==> src/hdl/gpr_pkg.sv <==
package gpr_pkg;

    // Grid edge length used when the top level is not overridden
    localparam int GRID_SIZE_DEF = 9;

    // Width of every coordinate field on the input channel
    localparam int COORD_W = 4;

    // Width used for coordinate compares inside a cell (holds GRID_SIZE + 1 and more)
    localparam int CMP_W = 7;

    // Command codes of the input channel
    localparam logic CMD_WRITE = 1'b0;
    localparam logic CMD_QUERY = 1'b1;

    typedef enum logic {
        ST_IDLE,
        ST_FLOOD
    } gpr_state_t;

    // Broadcast from the controller to every cell
    typedef struct packed {
        logic               wr_en;
        logic [COORD_W-1:0] wr_row;
        logic [COORD_W-1:0] wr_col;
        logic               wr_blocked;
        logic               seed_en;
        logic [COORD_W-1:0] src_row;
        logic [COORD_W-1:0] src_col;
        logic               flood_en;
        logic [COORD_W-1:0] dst_row;
        logic [COORD_W-1:0] dst_col;
    } gpr_ctrl_t;

    // Status of one cell or of one row
    typedef struct packed {
        logic grew;
        logic hit;
    } gpr_stat_t;

endpackage

==> src/hdl/gpr_cell.sv <==
module gpr_cell
    import gpr_pkg::*;
#(
    parameter int ROW = 0,
    parameter int COL = 0
) (
    input  logic      aclk,
    input  logic      aresetn,
    input  gpr_ctrl_t ctrl,
    input  logic      north_reached,
    input  logic      south_reached,
    input  logic      west_reached,
    input  logic      east_reached,
    output logic      reached,
    output gpr_stat_t stat
);

    localparam logic [CMP_W-1:0] ROW_C = CMP_W'(ROW);
    localparam logic [CMP_W-1:0] COL_C = CMP_W'(COL);
    localparam logic [CMP_W-1:0] ONE_C = CMP_W'(1);

    logic             obstacle_reg;
    logic             obstacle_next;
    logic             reached_reg;
    logic             reached_next;
    logic [CMP_W-1:0] src_r;
    logic [CMP_W-1:0] src_c;
    logic             wr_hit;
    logic             is_seed;
    logic             is_dst;

    assign src_r = CMP_W'(ctrl.src_row);
    assign src_c = CMP_W'(ctrl.src_col);

    assign wr_hit = ctrl.wr_en && (CMP_W'(ctrl.wr_row) == ROW_C)
                    && (CMP_W'(ctrl.wr_col) == COL_C);

    // A seed sits one step away from the source, in any of the four directions
    assign is_seed = ((src_r == ROW_C) && ((src_c == COL_C + ONE_C) || (src_c + ONE_C == COL_C)))
                  || ((src_c == COL_C) && ((src_r == ROW_C + ONE_C) || (src_r + ONE_C == ROW_C)));

    assign is_dst = (CMP_W'(ctrl.dst_row) == ROW_C) && (CMP_W'(ctrl.dst_col) == COL_C);

    // Update the blocked mark on a matching write
    always_comb begin
        obstacle_next = obstacle_reg;
        if (wr_hit) begin
            obstacle_next = ctrl.wr_blocked;
        end
    end

    // Seed on a new query, then grow from any reached neighbor
    always_comb begin
        reached_next = reached_reg;
        if (ctrl.seed_en) begin
            reached_next = is_seed && !obstacle_reg;
        end else if (ctrl.flood_en) begin
            reached_next = reached_reg || (!obstacle_reg && (north_reached || south_reached
                           || west_reached || east_reached));
        end
    end

    always_ff @(posedge aclk) begin
        if (!aresetn) begin
            obstacle_reg <= 1'b0;
            reached_reg  <= 1'b0;
        end else begin
            obstacle_reg <= obstacle_next;
            reached_reg  <= reached_next;
        end
    end

    assign reached   = reached_reg;
    assign stat.grew = ctrl.flood_en && reached_next && !reached_reg;
    assign stat.hit  = reached_reg && is_dst;

endmodule

==> src/hdl/gpr_row.sv <==
module gpr_row
    import gpr_pkg::*;
#(
    parameter int GRID_SIZE = GRID_SIZE_DEF,
    parameter int ROW       = 0
) (
    input  logic                 aclk,
    input  logic                 aresetn,
    input  gpr_ctrl_t            ctrl,
    input  logic [GRID_SIZE-1:0] up_reached,
    input  logic [GRID_SIZE-1:0] dn_reached,
    output logic [GRID_SIZE-1:0] row_reached,
    output gpr_stat_t            row_stat
);

    logic [GRID_SIZE-1:0] grew_vec;
    logic [GRID_SIZE-1:0] hit_vec;
    gpr_stat_t            stat_reg;
    gpr_stat_t            stat_next;

    for (genvar c = 0; c < GRID_SIZE; c++) begin : g_cell
        logic      west_in;
        logic      east_in;
        gpr_stat_t cell_stat;

        if (c == 0) begin : g_west_edge
            assign west_in = 1'b0;
        end else begin : g_west
            assign west_in = row_reached[c-1];
        end

        if (c == GRID_SIZE - 1) begin : g_east_edge
            assign east_in = 1'b0;
        end else begin : g_east
            assign east_in = row_reached[c+1];
        end

        gpr_cell #(
            .ROW (ROW),
            .COL (c)
        ) u_cell (
            .aclk          (aclk),
            .aresetn       (aresetn),
            .ctrl          (ctrl),
            .north_reached (up_reached[c]),
            .south_reached (dn_reached[c]),
            .west_reached  (west_in),
            .east_reached  (east_in),
            .reached       (row_reached[c]),
            .stat          (cell_stat)
        );

        assign grew_vec[c] = cell_stat.grew;
        assign hit_vec[c]  = cell_stat.hit;
    end

    // Reduce the row's cell status and register it
    assign stat_next.grew = |grew_vec;
    assign stat_next.hit  = |hit_vec;

    always_ff @(posedge aclk) begin
        if (!aresetn) begin
            stat_reg <= '0;
        end else begin
            stat_reg <= stat_next;
        end
    end

    assign row_stat = stat_reg;

endmodule

==> src/hdl/grid_path_reachability.sv <==
// Channel | Ports                                                  | Transfer
// input   | s_valid s_ready s_cmd s_cell_row s_cell_col s_blocked  | s_valid && s_ready
//         | s_src_row s_src_col s_dst_row s_dst_col                |
// result  | m_valid m_ready m_path_found                           | m_valid && m_ready
//
// A write leaves no result; the next item may follow at once.
// A query floods the cell array one wavefront step at a time, checked through the
// registered row status; it ends when the wavefront stops growing, or early once the
// destination is reached. Source equal to destination finishes without waiting on the flood.
// Reset (aresetn low, synchronous) marks every cell passable and empties the output.
// A finished query waits in the flood state while the result register is still full.
module grid_path_reachability
    import gpr_pkg::*;
#(
    parameter int GRID_SIZE = GRID_SIZE_DEF
) (
    input  logic               aclk,
    input  logic               aresetn,
    input  logic               s_valid,
    output logic               s_ready,
    input  logic               s_cmd,
    input  logic [COORD_W-1:0] s_cell_row,
    input  logic [COORD_W-1:0] s_cell_col,
    input  logic               s_blocked,
    input  logic [COORD_W-1:0] s_src_row,
    input  logic [COORD_W-1:0] s_src_col,
    input  logic [COORD_W-1:0] s_dst_row,
    input  logic [COORD_W-1:0] s_dst_col,
    output logic               m_valid,
    input  logic               m_ready,
    output logic               m_path_found
);

    gpr_state_t         state_reg;
    gpr_state_t         state_next;
    logic               first_reg;
    logic               first_next;
    logic               same_reg;
    logic               same_next;
    logic [COORD_W-1:0] dst_row_reg;
    logic [COORD_W-1:0] dst_row_next;
    logic [COORD_W-1:0] dst_col_reg;
    logic [COORD_W-1:0] dst_col_next;
    logic               m_valid_reg;
    logic               m_valid_next;
    logic               m_path_found_reg;
    logic               m_path_found_next;

    logic               accept;
    logic               flood_done;
    logic               out_free;
    logic               any_grew;
    logic               any_hit;
    gpr_ctrl_t          ctrl;

    logic [GRID_SIZE-1:0] row_reached [GRID_SIZE];
    gpr_stat_t            row_stat    [GRID_SIZE];

    assign s_ready = (state_reg == ST_IDLE);
    assign accept  = s_valid && s_ready;

    // Broadcast write, seed and flood controls to the cell array
    always_comb begin
        ctrl.wr_en      = accept && (s_cmd == CMD_WRITE);
        ctrl.wr_row     = s_cell_row;
        ctrl.wr_col     = s_cell_col;
        ctrl.wr_blocked = s_blocked;
        ctrl.seed_en    = accept && (s_cmd == CMD_QUERY);
        ctrl.src_row    = s_src_row;
        ctrl.src_col    = s_src_col;
        ctrl.flood_en   = (state_reg == ST_FLOOD);
        ctrl.dst_row    = dst_row_reg;
        ctrl.dst_col    = dst_col_reg;
    end

    for (genvar r = 0; r < GRID_SIZE; r++) begin : g_row
        logic [GRID_SIZE-1:0] up_in;
        logic [GRID_SIZE-1:0] dn_in;

        if (r == 0) begin : g_top_edge
            assign up_in = '0;
        end else begin : g_up
            assign up_in = row_reached[r-1];
        end

        if (r == GRID_SIZE - 1) begin : g_bottom_edge
            assign dn_in = '0;
        end else begin : g_dn
            assign dn_in = row_reached[r+1];
        end

        gpr_row #(
            .GRID_SIZE (GRID_SIZE),
            .ROW       (r)
        ) u_row (
            .aclk        (aclk),
            .aresetn     (aresetn),
            .ctrl        (ctrl),
            .up_reached  (up_in),
            .dn_reached  (dn_in),
            .row_reached (row_reached[r]),
            .row_stat    (row_stat[r])
        );
    end

    // Combine the registered row status
    always_comb begin
        any_grew = 1'b0;
        any_hit  = 1'b0;
        for (int r = 0; r < GRID_SIZE; r++) begin
            any_grew = any_grew | row_stat[r].grew;
            any_hit  = any_hit | row_stat[r].hit;
        end
    end

    assign flood_done = same_reg || (!first_reg && (any_hit || !any_grew));
    assign out_free   = !m_valid_reg || m_ready;

    // Next state and result register load
    always_comb begin
        state_next        = state_reg;
        first_next        = first_reg;
        same_next         = same_reg;
        dst_row_next      = dst_row_reg;
        dst_col_next      = dst_col_reg;
        m_valid_next      = m_valid_reg && !m_ready;
        m_path_found_next = m_path_found_reg;
        unique case (state_reg)
            ST_IDLE: begin
                if (ctrl.seed_en) begin
                    state_next   = ST_FLOOD;
                    first_next   = 1'b1;
                    same_next    = (s_src_row == s_dst_row) && (s_src_col == s_dst_col);
                    dst_row_next = s_dst_row;
                    dst_col_next = s_dst_col;
                end
            end
            ST_FLOOD: begin
                first_next = 1'b0;
                if (flood_done && out_free) begin
                    m_valid_next      = 1'b1;
                    m_path_found_next = same_reg || any_hit;
                    state_next        = ST_IDLE;
                end
            end
            default: begin
                state_next = ST_IDLE;
            end
        endcase
    end

    always_ff @(posedge aclk) begin
        if (!aresetn) begin
            state_reg   <= ST_IDLE;
            first_reg   <= 1'b0;
            same_reg    <= 1'b0;
            m_valid_reg <= 1'b0;
        end else begin
            state_reg   <= state_next;
            first_reg   <= first_next;
            same_reg    <= same_next;
            m_valid_reg <= m_valid_next;
        end
    end

    // Hold query coordinates and result payload
    always_ff @(posedge aclk) begin
        dst_row_reg      <= dst_row_next;
        dst_col_reg      <= dst_col_next;
        m_path_found_reg <= m_path_found_next;
    end

    assign m_valid      = m_valid_reg;
    assign m_path_found = m_path_found_reg;

`ifndef SYNTH
    // A query transfer always starts a flood
    assert property (@(posedge aclk) disable iff (!aresetn)
        (s_valid && s_ready && s_cmd == CMD_QUERY) |=> (state_reg == ST_FLOOD))
        else $error("query transfer did not start a flood");

    // A new result only comes out of a flood
    assert property (@(posedge aclk) disable iff (!aresetn)
        $rose(m_valid) |-> $past(state_reg == ST_FLOOD))
        else $error("result raised outside a flood");

    // The first flood cycle never ends a query with a different destination
    assert property (@(posedge aclk) disable iff (!aresetn)
        (state_reg == ST_FLOOD && first_reg && !same_reg) |=> (state_reg == ST_FLOOD))
        else $error("flood ended on stale row status");

    // A query of a cell against itself always reports a path
    assert property (@(posedge aclk) disable iff (!aresetn)
        (state_reg == ST_FLOOD && same_reg && out_free) |=> (m_valid && m_path_found))
        else $error("same-cell query did not report a path");
`endif

endmodule

==> config.mk <==
export PLATFORM = sky130hd
export DESIGN_NAME = grid_path_reachability
export DESIGN_NICKNAME = d
export VERILOG_FILES = /design/src/hdl/gpr_pkg.sv /design/src/hdl/gpr_cell.sv /design/src/hdl/gpr_row.sv /design/src/hdl/grid_path_reachability.sv
export SDC_FILE = /design/constraint.sdc
export NUM_CORES = 1
export LEC_CHECK = 0
export ABC_AREA = 1
export BUFFER_PORTS_ARGS = -buffer_cell sky130_fd_sc_hd__buf_4
export CAP_MARGIN = 10
export CELL_PAD_IN_SITES_DETAIL_PLACEMENT = 0
export CELL_PAD_IN_SITES_GLOBAL_PLACEMENT = 1
export CORE_ASPECT_RATIO = 0.8
export CORE_MARGIN = 1.5
export CORE_UTILIZATION = 25
export DETAILED_ROUTE_END_ITERATION = 8
export GPL_ROUTABILITY_DRIVEN = 0
export HOLD_SLACK_MARGIN = 0.1
export PLACE_DENSITY_LB_ADDON = 0.1
export SYNTH_ARGS = -nofsm -noshare
export SYNTH_HDL_FRONTEND = slang
export SYNTH_SLANG_ARGS = --single-unit
==> constraint.sdc <==
create_clock -name aclk -period 2.9 [get_ports aclk]
set_clock_uncertainty 0.05 [all_clocks]
set_input_delay 0.435 -clock aclk [delete_from_list [all_inputs] [get_ports aclk]]
set_output_delay 0.435 -clock aclk [all_outputs]
set_load 0.1 [all_outputs]
* Word-level counts from Yosys, hierarchy flattened
Cells that the tools add are included.
** Storage, ports and cells
- Register bits :: 193
- Word-level logic and storage cells :: 1775
- Output and inout port bits :: 3
- Input port bits :: 30
** Cells by class
- Equality and inequality tests :: 69
- Bitwise logic cells :: 18
- Mux-type cells :: 169
- Reductions and logical operators :: 1330
- Add/sub/neg operators :: 2
** Operator list (count)
- logical AND 1 bit :: 745
- logical OR 1 bit :: 391
- two-way mux 1 bit :: 167
- logical NOT 1 bit :: 166
- OR reduction 9 bit :: 18
- equality test 4 x 3 -> 1 bit (second input constant) :: 24
- equality test 7 x 3 -> 1 bit (second input constant) :: 8
- equality test 4 x 2 -> 1 bit (second input constant) :: 12
- equality test 4 bit (second input constant) :: 8
- equality test 7 x 2 -> 1 bit (second input constant) :: 4
- logical NOT 7 bit :: 4
- equality test 4 x 1 -> 1 bit (second input constant) :: 6
- logical NOT 4 bit :: 4
- OR 1 bit :: 16
- equality test 7 x 1 -> 1 bit (second input constant) :: 2
- equality test 7 x 4 -> 1 bit (second input constant) :: 2
- adder 4 x 1 -> 5 bit (second input constant) :: 2
- equality test 4 bit :: 2
- one-hot mux 1 bit (2 select lines) :: 2
- AND reduction 2 bit :: 2
- inequality test 2 x 1 -> 1 bit (second input constant) :: 1
- inverter 1 bit :: 2

* Longest topological paths before layout
- Depth after elaboration :: 15
- Gate-level depth with buffers :: 15
- Mapped depth without buffers :: 14

* Worst setup path after synthesis
No wires, ideal clock.
- Path type :: reg2reg
- Start point :: register state_reg
- End point :: register g_row[0].u_row.stat_reg (netlist bit g_row[0].u_row.row_stat[1])
- Cell stages (with the launch flop) :: 13
- Setup time :: 0.109 ns
- Data required time :: 2.741 ns
- Path buffers :: 2
- Clock period less this slack :: 2.368 ns
- Arrival :: 2.209 ns
- Slack :: 0.532 ns
- Cells stage by stage :: dfxtp_1 buf_6 clkinv_2 clkbuf_1 o21ai_0 nand2_1 nand2_1 nand2_1 nand2_1 nor2_1 nand3_1 nand2_1 inv_1
** Between the ends
- Cells in the longest elaborated chain, start to end :: 7
- Elaborated cells between the ends (all ways) :: 40
- Those cells by class :: mux (18); bitwise (1); reduce/logical (21)
** Ends and longest elaborated chain
- from (decl) :: RTL line grid_path_reachability.sv:34 : gpr_state_t state_reg;
- from (signal assigned) :: RTL line grid_path_reachability.sv:159 : state_reg <= state_next;
- inverter 1 bit *
- net s_ready :: RTL line grid_path_reachability.sv:20 : output logic s_ready,
- logical AND 1 bit * :: RTL line grid_path_reachability.sv:60 : assign accept = s_valid && s_ready;
- logical AND 1 bit * :: RTL line grid_path_reachability.sv:68 : ctrl.seed_en = accept && (s_cmd == CMD_QUERY);
- two-way mux 1 bit :: RTL line gpr_cell.sv:55 : if (ctrl.seed_en) begin
- logical AND 1 bit (2 in a row) :: RTL line gpr_cell.sv:74 : assign stat.grew = ctrl.flood_en && reached_next && !reached_reg;
- OR reduction 9 bit * :: RTL line gpr_row.sv:58 : assign stat_next.grew = |grew_vec;
- to (signal assigned) :: RTL line gpr_row.sv:65 : stat_reg <= stat_next;
- to (decl) :: RTL line gpr_row.sv:18 : gpr_stat_t stat_reg;
Mark *: on every way through the listed nets, which the timed path passes. The rest lies on a longest branch.
A chain may end at the register's enable or synchronous reset.

* Worst setup path after layout
- Start point :: register state_reg
- End point :: output port s_ready
** Between the ends
- Cells in the longest elaborated chain, start to end :: 1
** Ends and longest elaborated chain (RTL line)
- inverter 1 bit
- to (decl) :: grid_path_reachability.sv:20
No other way between the ends.

==> results.txt <==
- Clock H-tree levels: 4
* Largest voltage drop on the vdd net: ~0.00048 V
- Final design instance area without fill: 13490 µm²
- Number of synthesized register bits: 193
- Setup-violating endpoint count in the final report: 0
- Leaving out fill and tap cells, the most frequent cell in the layout is sky130_fd_sc_hd__nand2_1.
- Setup repair after global routing missed its margin: no
* WHS: 0.1951 ns
- Share of flip-flops with an asynchronous set or reset after synthesis: 0
- Of the post-synthesis cell area, the dominant cell type holds 0.3154.
* Die X-Extent: roughly 240 µm
- Dpl hpwl: ~47 mm
- Timing would allow up to 0.4261 GHz.
* Synthesized instance count: approximately 1900
* Area inside the core boundary: 45890 µm²
* Mapped cell area: 11680 µm²
- In the finished design, the share of the clock period the worst path needs comes to 0.8092.
* CTS Root Cell: sky130_fd_sc_hd__clkbuf_16
- In this run, the number of DRC markers left after iteration 0 of detailed routing was 1441.
- The number of nets handed over by synthesis was 1915.
- Global-route wire length before repair: 89.36 mm
- Summed over all cells, the static leakage comes to roughly 0.0064 µW.
- Source of the worst hold timing path: m_ready
- Number of flops mapped to enable cells by yosys: 9
- Tmin final: 2.347 ns
- Number of placed instances with taps included: between 2000 and 3000
- Leaving out fill and tap cells, the most frequent cells in the layout are sky130_fd_sc_hd__nand2_1 (661), sky130_fd_sc_hd__inv_1 (195), sky130_fd_sc_hd__dfxtp_1 (183).
- Clk buf depth: 2
- Counting the buffers created by CTS gives 17.
- Synth warnings: 0
- Data arrives at the worst endpoint at between 1.5 and 2 ns.
- Of all nets on the critical path, the largest fanout is 31.
- Post-route ant nets: 0
- Among all flip-flop cells after synthesis, the most frequent one is sky130_fd_sc_hd__dfxtp_1.
- TritonCTS clock tree: built
- Clock-pin slew was measured on the worst setup and hold paths at 0.07 ns.
* Fraction of the yosys area taken by sequential cells: 0.3385
* I/O pin count: 33
- Fill cells in the final layout number 5183.
* Worst slew margin relative to its limit: 0.4675
- Power spread over the standard cell area amounts to 442.0 nW/µm².
- The total overflow left after global routing is 0.
- From synthesis to final layout, the design area changed by 15.48%.
* Status: complete, no violations
- For this run, design rule violations remaining after detail routing come to 0.
- Entering global routing, the biggest net connects approximately 120 pins.
* Area enclosed by the die boundary: 48030 µm²
- In this run the worst hold path is classified as input pin to register.
* Average footprint of a synthesized cell: 6.196 µm²
- Synthesis instantiated 41 different standard cells from the library.
- For the pin with the worst max-slew slack, the measured transition is between 0.7 and 0.8 ns.
* Required time of the critical path: between 2 and 2.5 ns
- The first detailed-routing pass ran for 5 iterations.
* Area of placed instances: 12810 µm²
- Dividing the detail-routed wire length by the instance count gives 24.61 µm.
- The worst setup path is launched from a register.
- In the global route stage, overall resource usage came out at 0.2623.
- The floorplan step set the die height to 196.3 µm.
- Ratio of cells with drive above 1 in the final layout: 0.08964
* Vias per Instance: 5.184
* Launch point of the worst reg-to-reg path: dst_col_reg[1]
- sky130_fd_sc_hd__dfxtp_1 takes more of the synthesized area than any other cell.
- The repair_antennas step left the layout with diodes totalling 0.
- CP endpoint kind: primary output
- The initial utilization of the core area, before any placement, comes to 0.2545.
* Pins Over Slew Limit: 0
* Number of clock sinks seen by CTS: 193
- By area the synthesized netlist is led by sky130_fd_sc_hd__dfxtp_1 (32%), sky130_fd_sc_hd__nand2_1 (21%), sky130_fd_sc_hd__a21oi_1 (6.6%).
* Critical path origin: state_reg
- # rows: 70
- At the end of the flow the core is filled with cells to 0.2939.
- Total number of vias: 13234
- Number of hold violations in the final report: 0
- After clock tree synthesis, the setup repair step added 0 buffers.
- Clock latency of the later-clocked register in the worst-skew pair: 0.49 ns
- Max-capacitance violation count: 0
- For this block, the routed nets add up to approximately 63 mm of wire.
* Vias in the first global route: 11960
- After the last flow step, the layout net total stands at between 1500 and 2000.
- Input and output buffers added on the ports amount to 32.
- Number of antenna violations at the first check in global routing: 1
- Once layout is complete, the cells apart from fillers number 2553.
* Type of the worst setup path: register to primary output
- In the final timing run, aggregate negative setup slack is 0 ns.
[cells by family (layout without fill, tap and decap cells)]
logic type | after synthesis | in the layout | synth area share
buf+inv | 282 | 338 | 0.09642
flops | 193 | 193 | 0.3385
simple gates | 1055 | 1055 | 0.3855
xor+xnor | 3 | 3 | 0.002250
compound gates | 352 | 352 | 0.1773
[path summary, 6_finish.rpt]
check                                     to  slack [ns]  depth (start not counted)
setup / recovery                     s_ready        0.55                          3
hold / removal                       m_valid        0.20                          4
setup reg to reg  g_row[7].u_row.row_stat[0]        0.64                          5
hold reg to reg                    first_reg        0.42                          2
[per-stage QoR]
step / setup slack (ns) / power, µW
finish: 0.5533 / 5961
global route: 0.5028 / 6170
CTS: 0.5087 / 6012
detailed placement: 0.5105 / 3410
global placement: 0.5337 / 3416
floorplan: 0.5323 / 3120
[metal layers]
layer	track usage	wire length [µm]
met4	0.05053	783
met1	0.4020	31370
met3	0.06553	5803
met2	0.3629	24860
met5	0	7
[critical path, stage by stage (launching register included)]
cell and delay [ns]:
sky130_fd_sc_hd__dfxtp_2 0.39, sky130_fd_sc_hd__clkinv_2 0.10, sky130_fd_sc_hd__buf_4 0.47, sky130_fd_sc_hd__buf_4 0.40
[report_power, final]
group	leakage, µW	switching [µW]	total, µW	internal (µW)
clock	0.000283	1240	2590	1350
sequential	0.00157	15.4	2700	2690
combinational	0.00453	501	662	161
[cell usage after synthesis (all sizes together), types with 14 or more instances]
library cell    n
a311oi         28
o311a          23
inv           208
nor2          162
dfxtp         184
o22ai          28
a31oi          14
a21oi         154
clkbuf         40
buf            28
nand2         675
nand3         158
nand4          38
o21ai          93
[cell type report]
| type | instances | area (µm²) | area share |
|---|---|---|---|
| multi-input combinational | 1410 | 6606 | 0.4898 |
| sequential | 193 | 3955 | 0.2933 |
| inverter | 214 | 813.3 | 0.06030 |
| tap | 612 | 765.7 | 0.05678 |
| timing repair buffer | 92 | 748.2 | 0.05548 |
| clock buffer | 21 | 471.7 | 0.03498 |
| clock inverter | 11 | 126.4 | 0.009370 |
[timing repair]
| item | 4_1_cts | 5_1_grt |
|---|---|---|
| gates resized for setup | 0 | 0 |
| endpoints found under the hold margin | 8 | 0 |
| hold buffers | 8 | 0 |
Note: power is estimated with default switching activity, not from simulation.
